`config.mk`:
```
export PLATFORM = sky130hd
export DESIGN_NAME = sqf_merge
export DESIGN_NICKNAME = d
export VERILOG_FILES = /design/src/hw/rtl/sqf_pkg.sv /design/src/hw/rtl/sqf_merge.sv
export SDC_FILE = /design/constraint.sdc
export NUM_CORES = 1
export LEC_CHECK = 0
export ABC_AREA = 0
export BUFFER_PORTS_ARGS = -buffer_cell sky130_fd_sc_hd__clkbuf_2
export CORE_ASPECT_RATIO = 2
export CORE_MARGIN = 2
export CORE_UTILIZATION = 43
export DETAILED_ROUTE_END_ITERATION = 6
export GPL_ROUTABILITY_DRIVEN = 1
export PLACE_DENSITY = 0.83
export SETUP_SLACK_MARGIN = 0.02
export SYNTH_ARGS = -nofsm -noshare
export SYNTH_HDL_FRONTEND = slang
export SYNTH_SLANG_ARGS = --single-unit
```
`constraint.sdc`:
```
create_clock -name clk -period 4.4 [get_ports clk]
set_clock_uncertainty 0.05 [all_clocks]
set_input_delay 0.22 -clock clk [delete_from_list [all_inputs] [get_ports clk]]
set_output_delay 0.22 -clock clk [all_outputs]
set_load 0.05 [all_outputs]
```
`src/hw/rtl/sqf_pkg.sv`:
```
// ----------------------------------------------------------------------------
// Shifted quadratic fit package
// Shared types, constants and the solve program of the per-side fit lanes.
// ----------------------------------------------------------------------------
package sqf_pkg;

  localparam int FIT_TERMS  = 3;
  localparam int NPOW       = 2 * FIT_TERMS - 1;
  localparam int WIDE_W     = 256;
  localparam int LIMB_W     = 32;
  localparam int PROG_LEN   = 27;
  localparam int DET_LAST   = 14;
  localparam int NUM_WREGS  = 9;
  localparam int NUM_NREGS  = 11;
  localparam int FIT_W      = 32;

  typedef logic [WIDE_W-1:0] wide_t;

  // Wide working registers of the solver: cofactors, determinant, partial
  // Cramer sum and numerator.
  typedef enum logic [3:0] {
    W_C00, W_C01, W_C02, W_C11, W_C12, W_C22, W_DET, W_W, W_NUM
  } wreg_t;

  // 64-bit operands: power sums, cross sums and powers of the target.
  typedef enum logic [3:0] {
    N_S0, N_S1, N_S2, N_S3, N_S4, N_C0, N_C1, N_C2, N_T0, N_T1, N_T2
  } nreg_t;

  typedef struct packed {
    logic  a_wide;
    wreg_t a_w;
    nreg_t a_n;
    nreg_t b_n;
    wreg_t dst;
    logic  clr;
    logic  sub;
  } mac_op_t;

  typedef struct packed {
    logic [NPOW-1:0][63:0]      pw;
    logic [FIT_TERMS-1:0][63:0] cr;
  } sums_t;

  typedef struct packed {
    logic             idle;
    logic             done;
    logic             singular;
    logic [FIT_W-1:0] fit;
  } lane_stat_t;

  typedef enum logic [3:0] {
    S_IDLE, S_LDA, S_LDB, S_MUL, S_DRAIN, S_WR, S_CHECK,
    S_DIV0, S_DIV1, S_DIV2, S_DIV, S_FIN, S_DONE
  } slv_state_t;

  function automatic mac_op_t op_nn(input nreg_t a, input nreg_t b, input wreg_t d,
                                    input logic clr, input logic sub);
    mac_op_t o;
    o.a_wide = 1'b0;
    o.a_w    = W_C00;
    o.a_n    = a;
    o.b_n    = b;
    o.dst    = d;
    o.clr    = clr;
    o.sub    = sub;
    return o;
  endfunction

  function automatic mac_op_t op_wn(input wreg_t a, input nreg_t b, input wreg_t d,
                                    input logic clr);
    mac_op_t o;
    o.a_wide = 1'b1;
    o.a_w    = a;
    o.a_n    = N_S0;
    o.b_n    = b;
    o.dst    = d;
    o.clr    = clr;
    o.sub    = 1'b0;
    return o;
  endfunction

  // Cofactors of the symmetric normal matrix, its determinant along row 0,
  // then for each power of the target the Cramer numerator column sum.
  function automatic mac_op_t prog_step(input logic [4:0] idx);
    mac_op_t o;
    case (idx)
      5'd0:    o = op_nn(N_S2, N_S4, W_C00, 1'b1, 1'b0);
      5'd1:    o = op_nn(N_S3, N_S3, W_C00, 1'b0, 1'b1);
      5'd2:    o = op_nn(N_S2, N_S3, W_C01, 1'b1, 1'b0);
      5'd3:    o = op_nn(N_S1, N_S4, W_C01, 1'b0, 1'b1);
      5'd4:    o = op_nn(N_S1, N_S3, W_C02, 1'b1, 1'b0);
      5'd5:    o = op_nn(N_S2, N_S2, W_C02, 1'b0, 1'b1);
      5'd6:    o = op_nn(N_S0, N_S4, W_C11, 1'b1, 1'b0);
      5'd7:    o = op_nn(N_S2, N_S2, W_C11, 1'b0, 1'b1);
      5'd8:    o = op_nn(N_S1, N_S2, W_C12, 1'b1, 1'b0);
      5'd9:    o = op_nn(N_S0, N_S3, W_C12, 1'b0, 1'b1);
      5'd10:   o = op_nn(N_S0, N_S2, W_C22, 1'b1, 1'b0);
      5'd11:   o = op_nn(N_S1, N_S1, W_C22, 1'b0, 1'b1);
      5'd12:   o = op_wn(W_C00, N_S0, W_DET, 1'b1);
      5'd13:   o = op_wn(W_C01, N_S1, W_DET, 1'b0);
      5'd14:   o = op_wn(W_C02, N_S2, W_DET, 1'b0);
      5'd15:   o = op_wn(W_C00, N_C0, W_W, 1'b1);
      5'd16:   o = op_wn(W_C01, N_C1, W_W, 1'b0);
      5'd17:   o = op_wn(W_C02, N_C2, W_W, 1'b0);
      5'd18:   o = op_wn(W_W, N_T0, W_NUM, 1'b1);
      5'd19:   o = op_wn(W_C01, N_C0, W_W, 1'b1);
      5'd20:   o = op_wn(W_C11, N_C1, W_W, 1'b0);
      5'd21:   o = op_wn(W_C12, N_C2, W_W, 1'b0);
      5'd22:   o = op_wn(W_W, N_T1, W_NUM, 1'b0);
      5'd23:   o = op_wn(W_C02, N_C0, W_W, 1'b1);
      5'd24:   o = op_wn(W_C12, N_C1, W_W, 1'b0);
      5'd25:   o = op_wn(W_C22, N_C2, W_W, 1'b0);
      5'd26:   o = op_wn(W_W, N_T2, W_NUM, 1'b0);
      default: o = op_nn(N_S0, N_S0, W_C00, 1'b1, 1'b0);
    endcase
    return o;
  endfunction

endpackage

```
`src/hw/rtl/sqf_merge.sv`:
```
// ----------------------------------------------------------------------------
// Shifted quadratic fit merge stage
// Joins the two lane results into one output request and holds it in the
// output register until the receiver takes it.
// ----------------------------------------------------------------------------
module sqf_merge (
  input  logic                clk,
  input  logic                rst,
  input  sqf_pkg::lane_stat_t pos_stat,
  input  sqf_pkg::lane_stat_t neg_stat,
  output logic                take,
  output logic                m_axis_tvalid,
  input  logic                m_axis_tready,
  output logic [63:0]         m_axis_tdata,  // fit_pos, fit_neg
  output logic [1:0]          m_axis_tuser   // pos_singular, neg_singular
);
  import sqf_pkg::*;

  assign take = pos_stat.done && neg_stat.done && (!m_axis_tvalid || m_axis_tready);

  always_ff @(posedge clk) begin
    if (rst) begin
      m_axis_tvalid <= 1'b0;
    end else if (take) begin
      m_axis_tvalid <= 1'b1;
    end else if (m_axis_tready) begin
      m_axis_tvalid <= 1'b0;
    end
  end

  always_ff @(posedge clk) begin
    if (take) begin
      m_axis_tdata <= {neg_stat.fit, pos_stat.fit};
      m_axis_tuser <= {neg_stat.singular, pos_stat.singular};
    end
  end

endmodule

```
==> results of run 1 <==
routing by layer:
layer / routed length [µm] / global-route usage, % / vias up
met3: 431 / 8.85 / 7
met2: 2630 / 31.0 / 71
met5: 0 / 0 / -
li1: - / - / 602
met4: 73 / 8.88 / 0
met1: 1390 / 16.8 / 608
placed cells by master (no fill, tap or decap), drive strengths merged:
master	count
clkbuf	147
nand2b	1
a21oi	1
dlygate4sd3	10
nand2	1
nor2b	1
buf	1
dfxtp	1
clkinv	6
edfxtp	66
cell families after synthesis:
family             count (synthesis)
DFF                               67
AOI/OAI and AO/OA                  1
and+or+nand+nor                    3
per-stage QoR:
stage                     setup WS [ps]  instances  cell area (µm²)
final                              2210        290             3060
after global routing               2040        290             3060
after CTS                          2190        290             3060
after detailed placement           2270        265             2810
after global placement             2340        265             2810
after floorplan                    2040         71             2040
path summary, 6_finish.rpt:
check	start	to	cells past startpoint
hold / removal	pos_stat[27]	m_axis_tdata[27]	1
hold reg to reg	m_axis_tvalid	m_axis_tvalid	2
setup / recovery	m_axis_tvalid	take	3
setup reg to reg	m_axis_tvalid	m_axis_tdata[40]	3
registers in the layout, indices dropped and copies added, names as in the netlist:
| register | count |
|---|---|
| m_axis_tdata | 64 |
| m_axis_tvalid | 1 |
| m_axis_tuser | 2 |
power by group:
group	internal (mW)	switching, mW	total, mW
Clock	0.190	0.197	0.387
Combinational	0.0457	0.124	0.169
Sequential	0.735	0.00718	0.742
Total	0.970	0.327	1.30
layout make-up:
| cell class | instances | area (µm²) | share of cell area, % |
|---|---|---|---|
| multi-input cells | 4 | 42.5 | 1.39 |
| repair buffers | 149 | 798 | 26.1 |
| well taps | 55 | 68.8 | 2.25 |
| clock inverters | 6 | 23.8 | 0.777 |
| clock buffers | 9 | 124 | 4.05 |
| flip-flops and latches | 67 | 2000 | 65.4 |
==> flow_summary_export.csv, run 1 <==
group,metric,value,unit
status,status,"completed",
synthesis,synthAdderAreaFrac,0,%
clock_network,postCtsHoldBufs,10,
setup_path,rrSetupSlack,2290,ps
power_and_ir_drop,p_leak,1.34,nW
synthesis,synth_top_family_by_area,"simple AND/OR/NAND/NOR gates",
timing,max_freq,457,MHz
setup_path,cp_cell_sequence,"nand2b_4 -> nor2b_4 -> clkbuf_2",
synthesis,avgSynthCellArea,28.8,µm²
route,dr_total_vias,1288,
synthesis,synth.most_common_cell,"edfxtp_1",
synthesis,ys_ff_latch,67,
synthesis,synth_top_area_share,96.9,%
grt,grt_max_degree,36,
finish,final_util,66.5,%
timing,final_max_slew_viol_count,0,
finish,fillers,360,
run,maxCapViolations,0,
place,port_buffers,138,
grt,antenna_found_initial,0,
clock_network,cts_resized,0,
setup_path,critPathMaxFanout,35,
setup_path,cp_num_buf_inv,1,
die,core,0.00460,mm²
grt,grt_pass1_wl,6490,µm
route,drt_wl_total,4520,µm
setup_path,crit_family,"simple AND/OR/NAND/NOR gates",
place,dp_hpwl,3280,µm
timing,worst_pin_slew,933,ps
power_and_ir_drop,power_density,424,mW/mm²
timing,fin_crit_sh,49.7,%
finish,antenna_cells,0,
clock_network,cts_tree,"done",
synthesis,ys_seq_area_share,97.9,%
synthesis,yosys_warnings,0,
clock_network,tritoncts.num_buffers,9,
synthesis,syn-num-nets,144,
synthesis,ys_top_cells_by_area,"edfxtp_1, dfxtp_1, nand2b_4",
setup_path,startpoint_type,"flip-flop",
clock_network,post-cts-setup-buffers,0,
finish,area_delta_synth_final,49.6,%
power_and_ir_drop,design_power_total,1.30,mW
die,die_h,102,µm
timing,tns,0,ps
die,start_util,44.5,%
synthesis,synthCells,71,
hold_path,hold_path_class,"in -> reg",
grt,gr-usage-all-layers,17.9,%
synthesis,synthXorXnorAreaFrac,0,%
timing,setup_viol,0,
power_and_ir_drop,ir_worst_vdd,0.275,mV
setup_path,arrival,1920,ps
timing,holdWs,15.3,ps
clock_network,cts_root_buffer,"clkbuf_8",
route,drc_errors,0,
synthesis,ys_types,6,
place,gp_congestion,0.629,
setup_path,endpoint_kind,"output port",
synthesis,yosysTopAreaCell,"edfxtp_1",
clock_network,cts_max_level,3,
setup_path,critical_path_class,"reg -> out",
grt,grt_pass1_vias,1380,
clock_network,insertion_delay,320,ps
route,first_pass_iters,4,
die,row_count,35,
clock_network,cts_sinks,67,
synthesis,synthArstFlopShare,0,%
clock_network,cts_max_path_buffers,2,
die,die-area,0.00536,mm²
synthesis,synthFlopType,"edfxtp_1",
setup_path,crit_path_top_delay_cell,"nor2b_4",
route,wl_per_cell,15.6,µm
setup_path,cpPeakStageDelay,760,ps
grt,grt-ovfl-total,0,
route,vias_per_cell,4.44,
finish,drive_above_1_share,65.1,%
route,first_iter_violations,21,
die,io_pins,141,
timing,finalHoldViolations,0,
timing,slew_headroom,37.7,%
setup_path,required,4130,ps
die,fp.dieW,52.8,µm
synthesis,synth_compound_area_share,0.428,%
timing,grt_setup_unrepaired,"false",
finish,layout.nets,304,
route,drtAntennaViolNets,0,
clock_network,cts.reportedPaths.clkPinSlew,70,ps
synthesis,synth_mux_area_share,0,%
timing,post-route-min-period,2190,ps
synthesis,post_synth_and_or_nand_nor_area_fraction,1.65,%
synthesis,synth_edf_count,66,
synthesis,netlist_area,0.00204,mm²
Note: power is estimated with default switching activity, not from simulation.
==> run 2, diff against run 1 <==
--- a/config.mk
+++ b/config.mk
@@ -5,14 +5,14 @@
 export SDC_FILE = /design/constraint.sdc
 export NUM_CORES = 1
 export LEC_CHECK = 0
-export ABC_AREA = 0
+export ABC_AREA = 1
 export BUFFER_PORTS_ARGS = -buffer_cell sky130_fd_sc_hd__clkbuf_2
 export CORE_ASPECT_RATIO = 2
 export CORE_MARGIN = 2
-export CORE_UTILIZATION = 43
+export CORE_UTILIZATION = 36
 export DETAILED_ROUTE_END_ITERATION = 6
 export GPL_ROUTABILITY_DRIVEN = 1
-export PLACE_DENSITY = 0.83
+export PLACE_DENSITY = 0.74
 export SETUP_SLACK_MARGIN = 0.02
 export SYNTH_ARGS = -nofsm -noshare
 export SYNTH_HDL_FRONTEND = slang
==> constraint.sdc (replaced) <==
create_clock -name clk -period 1.9 [get_ports clk]
set_clock_uncertainty 0.05 [all_clocks]
set_input_delay 0.095 -clock clk [delete_from_list [all_inputs] [get_ports clk]]
set_output_delay 0.095 -clock clk [all_outputs]
set_load 0.05 [all_outputs]
==> run 2 against run 1 <==
Compared with the run above:
- cell count up 22%
- wire length up 19%
- synthesized cell count up 1.4%
- clock power up 130%
- critical path type unchanged
- largest power group unchanged
- highest routed layer unchanged
==> flow_summary_export.csv, run 2 <==
group,metric,value,unit
die,start_util,37.4,%
route,drtAntennaViolNets,0,
setup_path,critPathLaunch,"m_axis_tvalid",
clock_network,tritoncts.num_buffers,9,
route,wl_per_cell,15.1,µm
setup_path,critical_path_class,"reg -> out",
die,core,0.00542,mm²
grt,met3_usage,3.62,%
synthesis,ys_ff_latch,67,
finish,layout.nets,365,
setup_path,r2r-end,"m_axis_tdata[20]",
route,first_pass_iters,4,
finish,antenna_cells,0,
timing,final_max_slew_viol_count,0,
grt,busiest_layer,"met2",
clock_network,cts.reportedPaths.clkPinSlew,60,ps
clock_network,post-cts-setup-buffers,0,
synthesis,synth_edf_count,66,
route,dr_total_vias,1550,
clock_network,cts_max_path_buffers,2,
place,port_buffers,138,
die,fp.dieW,57.1,µm
grt,antenna_found_initial,0,
hold_path,worstHoldPathCells,3,
grt,gr-usage-all-layers,18.0,%
finish,final_util,67.7,%
clock_network,cts_resized,0,
finish,max_flop_register,"m_axis_tdata",
route,first_iter_violations,34,
timing,grt_setup_unrepaired,"false",
clock_network,cts_sinks,67,
finish,fin_area,0.00367,mm²
synthesis,avgSynthCellArea,28.2,µm²
finish,largest_reg_flops,64,
setup_path,cp_cell_sequence,"a21oi_4 -> clkbuf_2",
timing,worst_pin_slew,320,ps
setup_path,r2r_start,"m_axis_tvalid",
grt,use_met2,33.3,%
clock_network,cts_root_buffer,"clkbuf_8",
synthesis,synthArstFlopShare,0,%
synthesis,synthCells,72,
setup_path,cpPeakStageDelay,360,ps
grt,grt_max_degree,33,
setup_path,arrival,1330,ps
timing,finalHoldViolations,0,
finish,drive_above_1_share,52.5,%
clock_network,insertion_delay,330,ps
setup_path,crit_end,"take",
setup_path,ff2ff_path_depth,2,
place,dp_hpwl,3390,µm
route,drt_wl_total,5360,µm
die,row_count,38,
power_and_ir_drop,p_leak,1.59,nW
run,maxCapViolations,0,
synthesis,syn-num-nets,145,
synthesis,ys_seq_area_share,98.6,%
grt,grt_use_met1,15.7,%
place,gp_congestion,0.674,
power_and_ir_drop,ir_worst_vdd,0.587,mV
synthesis,yosysTopAreaCell,"edfxtp_1",
setup_path,endpoint_kind,"output port",
finish,layout_common_cells,"clkbuf_2, dlygate4sd3_1, edfxtp_1",
timing,max_freq,680,MHz
finish,reg_top3,"m_axis_tdata (64), m_axis_tuser (2), m_axis_tvalid (1)",
setup_path,rrSetupSlack,600,ps
finish,layout.cells.most_common,"clkbuf_2",
synthesis,synth_top_area_share,97.7,%
synthesis,netlist_area,0.00203,mm²
finish,area_delta_synth_final,80.8,%
power_and_ir_drop,design_power_total,3.12,mW
timing,setup_viol,0,
synthesis,ys_types,7,
die,die-area,0.00629,mm²
place,placed_cell_area,0.00285,mm²
finish,fillers,400,
timing,tns,0,ps
clock_network,cts_max_level,3,
synthesis,synthFlopType,"edfxtp_1",
hold_path,hold_path_class,"in -> reg",
route,vias_per_cell,4.37,
status,status,"completed",
grt,grt_pass1_vias,1719,
timing,post-route-min-period,1470,ps
power_and_ir_drop,power_density,852,mW/mm²
synthesis,yosys_warnings,0,
die,io_pins,141,
timing,fin_crit_sh,77.4,%
timing,slew_headroom,78.6,%
clock_network,cts_tree,"done",
setup_path,startpoint_type,"flip-flop",
clock_network,postCtsHoldBufs,68,
route,drc_errors,0,
setup_path,crit_path_top_delay_cell,"dfxtp_4",
die,die_h,110,µm
setup_path,required,1750,ps
synthesis,synth.most_common_cell,"edfxtp_1",
grt,grt-ovfl-total,0,
setup_path,critPathMaxFanout,8,
synthesis,ys_top_cells_by_area,"edfxtp_1, dfxtp_1, a21oi_2",
grt,grt_pass1_wl,7850,µm
run 2: cell types whose count changed in the layout (fill, tap and decap cells not counted), sizes merged:
cell         previous run  this run
inv                     0         1
nand2b                  1         0
dlygate4sd3            10        68
clkinv                  6         0
a21oi                   1         2
buf                     1         3
nand2                   1         2
nor2b                   1         0
clkbuf                147       152
run 2: metal layers:
layer	vias to the layer above	wire length (µm)	part of all wire [%]
li1	725	-	-
met1	719	1610	30
met2	83	3140	59
met3	23	317	5.9
met4	0	296	5.5
met5	-	0	0
run 2: worst min-delay path by stage:
stage                  startpoint                to
floorplan                     rst     m_axis_tvalid
global placement              rst     m_axis_tvalid
detailed placement            rst     m_axis_tvalid
CTS                 m_axis_tready  m_axis_tdata[52]
global route        m_axis_tready  m_axis_tdata[18]
finish              m_axis_tready  m_axis_tdata[18]
run 2: logic make-up after synthesis:
logic type / after synthesis / synth area share [%]
simple gates: 2 / 0.493
compound gates: 2 / 0.678
flops: 67 / 98.6
buf+inv: 1 / 0.185
run 2: power breakdown:
part | internal [mW] | total [mW] | switching, mW
Combinational | 0.187 | 0.499 | 0.311
Sequential | 1.70 | 1.72 | 0.0177
Clock | 0.461 | 0.907 | 0.446
run 2: metrics by stage:
stage / setup WS (ps) / hold WS [ps] / instances
after CTS: 398 / 152 / 355
after global placement: 615 / 204 / 273
after global routing: 367 / 180 / 355
after detailed placement: 580 / 213 / 273
final: 429 / 163 / 355
after floorplan: -367 / 98.3 / 72
run 2: worst max-delay path, delay by kind of cell (launching register included):
family | cells | cell delay, ps
DFF | 1 | 360
AOI/OAI and AO/OA | 1 | 290
buffers and inverters | 1 | 340
run 2: cell type report:
type / count / area (µm²) / share of cell area [%]
Tap cell: 60 / 75.1 / 2.05
Sequential cell: 67 / 2010 / 54.7
Clock buffer: 14 / 143 / 3.89
Timing Repair Buffer: 209 / 1410 / 38.3
Inverter: 1 / 3.75 / 0.102
Multi-Input combinational cell: 4 / 35.0 / 0.955
